--- src/rtl/ifb_pkg.sv ---
`timescale 1ns / 1ps

package ifb_pkg;

    // Default geometry of the allocation map
    localparam int unsigned BLOCK_BYTES_DEF    = 1024;
    localparam int unsigned MAX_MAP_BLOCKS_DEF = 8;
    localparam int unsigned WORD_BITS_DEF      = 64;

    localparam int unsigned BYTE_BITS = 8;

    // Fixed field widths
    localparam int unsigned FUNC_W   = 2;
    localparam int unsigned NUM_W    = 17;
    localparam int unsigned STATUS_W = 2;
    localparam int unsigned CFG_W    = 4;
    localparam int unsigned TDATA_W  = 24;
    localparam int unsigned APB_AW   = 3;
    localparam int unsigned APB_DW   = 32;

    localparam logic [CFG_W-1:0] MAP_BLOCKS_RST = 4'd8;

    typedef enum logic [FUNC_W-1:0] {
        FUNC_ALLOC = 2'd0,
        FUNC_FREE  = 2'd1,
        FUNC_MARK  = 2'd2
    } func_t;

    typedef enum logic [STATUS_W-1:0] {
        ST_OK        = 2'd0,
        ST_FULL      = 2'd1,
        ST_RANGE     = 2'd2,
        ST_NOT_ALLOC = 2'd3
    } status_t;

    typedef enum logic [3:0] {
        S_CLEAR,
        S_IDLE,
        S_SPLIT_A,
        S_SPLIT_B,
        S_ISSUE,
        S_MODIFY,
        S_SCAN,
        S_PICK,
        S_DONE
    } state_t;

endpackage

--- src/rtl/ifb_split.sv ---
`timescale 1ns / 1ps

// Split a bit index into word and bit position: multiply by the scaled
// reciprocal of WORD_BITS, then fix the quotient by one step.
// Two register stages; outputs are corrected from the second stage.
module ifb_split #(
    parameter int unsigned WORD_BITS = ifb_pkg::WORD_BITS_DEF,
    parameter int unsigned ADDR_W    = 10,
    parameter int unsigned BIT_W     = $clog2(WORD_BITS)
) (
    input  logic                      clk,
    input  logic [ifb_pkg::NUM_W-1:0] idx,
    output logic [ADDR_W-1:0]         word_idx,
    output logic [BIT_W-1:0]          bit_idx
);

    localparam int unsigned NW    = ifb_pkg::NUM_W;
    localparam int unsigned RECIP = (1 << NW) / WORD_BITS;

    logic [2*NW-1:0] prod_reg;
    logic [NW-1:0]   idx_d_reg;
    logic [NW-1:0]   quot_reg;
    logic [BIT_W:0]  rem_reg;
    logic [NW-1:0]   quot_est;
    logic [NW-1:0]   rem_full;

    assign quot_est = prod_reg[2*NW-1:NW];
    assign rem_full = idx_d_reg - NW'(quot_est * NW'(WORD_BITS));

    always_ff @(posedge clk)
    begin
        prod_reg  <= (2*NW)'(idx) * (2*NW)'(RECIP);
        idx_d_reg <= idx;
        quot_reg  <= quot_est;
        rem_reg   <= rem_full[BIT_W:0];
    end

    // estimate is low by at most one word
    always_comb
    begin
        if (rem_reg >= (BIT_W+1)'(WORD_BITS))
        begin
            word_idx = ADDR_W'(quot_reg + NW'(1));
            bit_idx  = BIT_W'(rem_reg - (BIT_W+1)'(WORD_BITS));
        end
        else
        begin
            word_idx = ADDR_W'(quot_reg);
            bit_idx  = BIT_W'(rem_reg);
        end
    end

endmodule

--- config.mk ---
export PLATFORM = sky130hd
export DESIGN_NAME = ifb_split
export DESIGN_NICKNAME = d
export VERILOG_FILES = /design/src/rtl/ifb_pkg.sv /design/src/rtl/ifb_split.sv
export SDC_FILE = /design/constraint.sdc
export NUM_CORES = 1
export LEC_CHECK = 0
export ABC_AREA = 1
export BUFFER_PORTS_ARGS = -buffer_cell sky130_fd_sc_hd__buf_2
export CAP_MARGIN = 10
export CORE_MARGIN = 2
export CORE_UTILIZATION = 40
export DETAILED_ROUTE_END_ITERATION = 6
export GPL_ROUTABILITY_DRIVEN = 0
export PLACE_DENSITY = 0.71
export SYNTH_ARGS = -nofsm -noshare
export SYNTH_HDL_FRONTEND = slang
export SYNTH_SLANG_ARGS = --single-unit
--- constraint.sdc ---
create_clock -name clk -period 0.8 [get_ports clk]
set_clock_uncertainty 0.1 [all_clocks]
set_input_delay 0.04 -clock clk [delete_from_list [all_inputs] [get_ports clk]]
set_output_delay 0.04 -clock clk [all_outputs]
set_load 0.1 [all_outputs]
After elaboration in Yosys (flattened, before gate mapping) --
Cells that the tools add are included. W data, S select, Z words.
Word-level totals: output and inout port bits 16, register bits after elaboration 33, bits of input ports 18, word-level logic and storage cells 9
Cells by class: multiplexer cells 2, order comparisons 1, add/subtract/negate cells 3
Operators by type and width (number):
- $add A10 B1 Y10 const B | 1
- $mux W10 | 1
- $ge A7 B7 Y1 const B | 1
- $sub A7 B7 Y7 | 1
- $mux W6 | 1
- $sub A6 B1 Y6 const B | 1

Logic depth before layout (Yosys ltp) --
depth after elaboration 2, mapped depth 1, mapped depth without buffers 0

Worst setup path before layout --
No wires, ideal clock.
kind register -> output, start point register quot_reg[1], end point output port word_idx[1], slack -465 ps, data required time 660 ps, arrival time 1125 ps, stages on the path, launching flop included 2, cell sequence dfxtp_1 clkbuf_1
Between the ends: word-level cells in the longest chain between the ends 2
Ends and longest elaborated chain:
- start, declared | RTL line ifb_split.sv:22 | logic [NW-1:0] quot_reg;
- start signal, assigned | RTL line ifb_split.sv:34 | quot_reg <= quot_est;
- $add A10 B1 Y10 | RTL line ifb_split.sv:43 | word_idx = ADDR_W'(quot_reg + NW'(1));
- $mux W10 * | RTL line ifb_split.sv:41 | if (rem_reg >= (BIT_W+1)'(WORD_BITS))
- end, declared | RTL line ifb_split.sv:13 | output logic [ADDR_W-1:0] word_idx,
Mark *: on every way between the ends. The rest lies on a longest branch, timed or not.

Worst setup path in the final report --
start point register quot_reg[7], end point output port word_idx[7]
Same word-level chain as after synthesis.

==> summary.md <==
| Metric | Value |
|---|---|
| Outcome | `finished with violations` |
| Violated checks | `setup timing` |
| FP Rows | `14` |
| Final hold vios | `0` |
| Critical Path, Cell by Cell | `buf_12` |
| Fin worst setup slack | `-181 ps` |
| CP max stage cell | `dfxtp_2` |
| Critical Path RT | `660 ps` |
| Netlist cell types | `3` |
| Multi-input gates | `0` |
| Antenna diodes | `0` |
| Die area | `between 2000 and 2500 µm²` |
| Yosys reg bits | `32` |
| Synth area leaders | `dfxtp_1 94%, clkbuf_1 5.0%, buf_4 1.1%` |
| Type of origin of the critical path | `flip-flop` |
| Total global-route track usage | `14.5%` |
| Tmin final | `981 ps` |
| CP Capture Type | `output pin` |
| Worst r2r dst | `quot_reg[0]` |
| Antenna-violating nets left | `0` |
| Initial antenna violation count | `0` |
| Vias | `418` |
| Detailed Route Iter0 Violations | `2` |
| Commonest non-fill, non-tap cells in the layout | `16 x dlygate4sd3_1, 16 x buf_2, 16 x buf_12, 16 x dfxtp_1, 16 x dfxtp_2` |
| Worst hold stages | `0` |
| Clock Pin Slew Worst Setup and Hold Paths | `90 ps` |
| Root Buffer | `clkbuf_4` |
| PnR Total Power | `3.22 mW` |
| Crit path buf inv count | `1` |
| FF-to-FF Start | `prod_reg[17]` |
| Crit path kind | `flip-flop to output pin` |
| # nets final | `105` |
| Ratio of cells with drive above 1 in the final layout | `63.6%` |
| Clock buffer depth | `2` |
| R2r worst-path depth | `0` |
| Avg WL per Cell | `~11 µm` |
| Port Buf Inserts | `32` |
| First-pass GRT wire length | `about 1.9 mm` |
| DRC viols | `0` |
| Pwr dens | `2470 nW/µm²` |
| Hold slack | `about 220 ps` |
| Crit-path max FO | `1` |
| Reg2reg setup slack | `approximately 280 ps` |
| Hold endpoint | `quot_reg[4]` |
| Crit path DAT | `approximately 840 ps` |
| Worst hold start | `prod_reg[21]` |
| Final setup vio count | `16` |
| Clock Latency Late Sink | `310 ps` |
| Synth top area share | `93.9%` |
| Worst IR Drop VDD | `a little under 2 mV` |
| Tcrit/Tclk final | `123%` |
| Crit-path max cell delay | `360 ps` |
| Number of flip-flops under the largest register name | `16` |
| Filler cells | `71` |
| Pre-CTS setup slack | `119 ps` |
| Core Box Area | `1560 µm²` |
| Sink Count | `32` |
| Area of the multi-input gates | `0 µm²` |
| CTS Buf Count | `5` |
| Hold Path Class | `flip-flop to flip-flop` |
| Chip Width | `45.3 µm` |
| Placed Instances | `80` |
| Initial core utilization | `43.7%` |
| Synth Warn # | `0` |
| Post-Synthesis Cells | `42` |
| Seq/Total Area, Yosys | `93.9%` |
| Finished Layout Cells | `104` |
| Netlist Area Pre-Place | `~680 µm²` |
| P&R area growth vs syn | `91.0%` |
| Final WL | `1.20 mm` |
| RSZ-0062 raised after global routing | `true` |
| Syn nets | `60` |
| Max frequency | `1020 MHz` |
| Worst-Margin Slew | `roughly 90 ps` |
| Vias in the first global route | `447` |
| Final-report max-slew violation count | `0` |
| Gr ovfl total | `0` |
| # IOs | `34` |
| DIE HEIGHT | `45.3 µm` |
| Max-cap viol count | `0` |
| Via density | `4.02` |
| Max H-tree Level | `2` |
| Top delay family on crit path | `flip-flops` |
| Largest net degree at the start of global routing | `11` |
| CTS tree | `built` |
| Syn Area/Cell | `between 15 and 20 µm²` |
| P_leak | `between 0.5 and 0.6 nW` |
| Post-synthesis cell type with the largest combined area | `dfxtp_1` |
| Max_slew headroom | `94.0%` |
| First-pass iteration count of the detailed router | `3` |
-- area by class of cell --
| cell class | instances | area, µm² | share of cell area (%) |
|---|---|---|---|
| tap | 16 | 20.0 | 1.54 |
| clock inverter | 2 | 10.0 | 0.768 |
| timing repair buffer | 48 | 561 | 43.0 |
| sequential | 32 | 661 | 50.7 |
| clock buffer | 6 | 51.3 | 3.94 |
-- metal layers --
layer	vias to the layer above	global-route usage (%)	share of wire (%)
li1	207	-	-
met2	23	26.9	57
met1	186	12.4	32
met5	-	0	0
met3	2	7.60	8.9
met4	0	7.06	1.5
-- power breakdown --
| part | switching, mW | total, mW | internal (mW) |
|---|---|---|---|
| Sequential | 0.0437 | 1.73 | 1.69 |
| Combinational | 0.349 | 0.587 | 0.238 |
| Clock | 0.481 | 0.898 | 0.418 |
-- per-stage QoR --
step	setup TNS, ps	utilization (%)	area (µm²)
final	-2740	83.5	1300
after global routing	-3300	83.5	1300
after CTS	-2880	83.5	1300
after detailed placement	0	68.5	1070
after global placement	0	68.5	1070
after floorplan	-60.6	-	721
-- Yosys cell counts --
library cell and n:
clkbuf_1 9, dfxtp_1 32, buf_4 1
-- worst max path at each step --
| stage | from | endpoint | slack [ps] | depth (start not counted) |
|---|---|---|---|---|
| 2_1_floorplan | quot_reg[1] | word_idx[1] | -60 | 1 |
| 3_3_place_gp | quot_reg[3] | word_idx[3] | 140 | 1 |
| 3_5_place_dp | quot_reg[9] | word_idx[9] | 120 | 1 |
| 4_1_cts | quot_reg[5] | word_idx[5] | -190 | 1 |
| 5_1_grt | quot_reg[7] | word_idx[7] | -220 | 1 |
| 6_report | quot_reg[7] | word_idx[7] | -180 | 1 |
-- cell families after synthesis --
family	count (synthesis)	share of synthesized area, %
flops	32	93.9
buf+inv	10	6.06
-- repair_timing --
item                                    CTS  global route
endpoints found under the hold margin    16             0
resized for setup                        10             0
buffers inserted                          0             0
hold buffers                             16             0
endpoints found under the setup margin   16            16
Power figures use the tool's default switching activity.
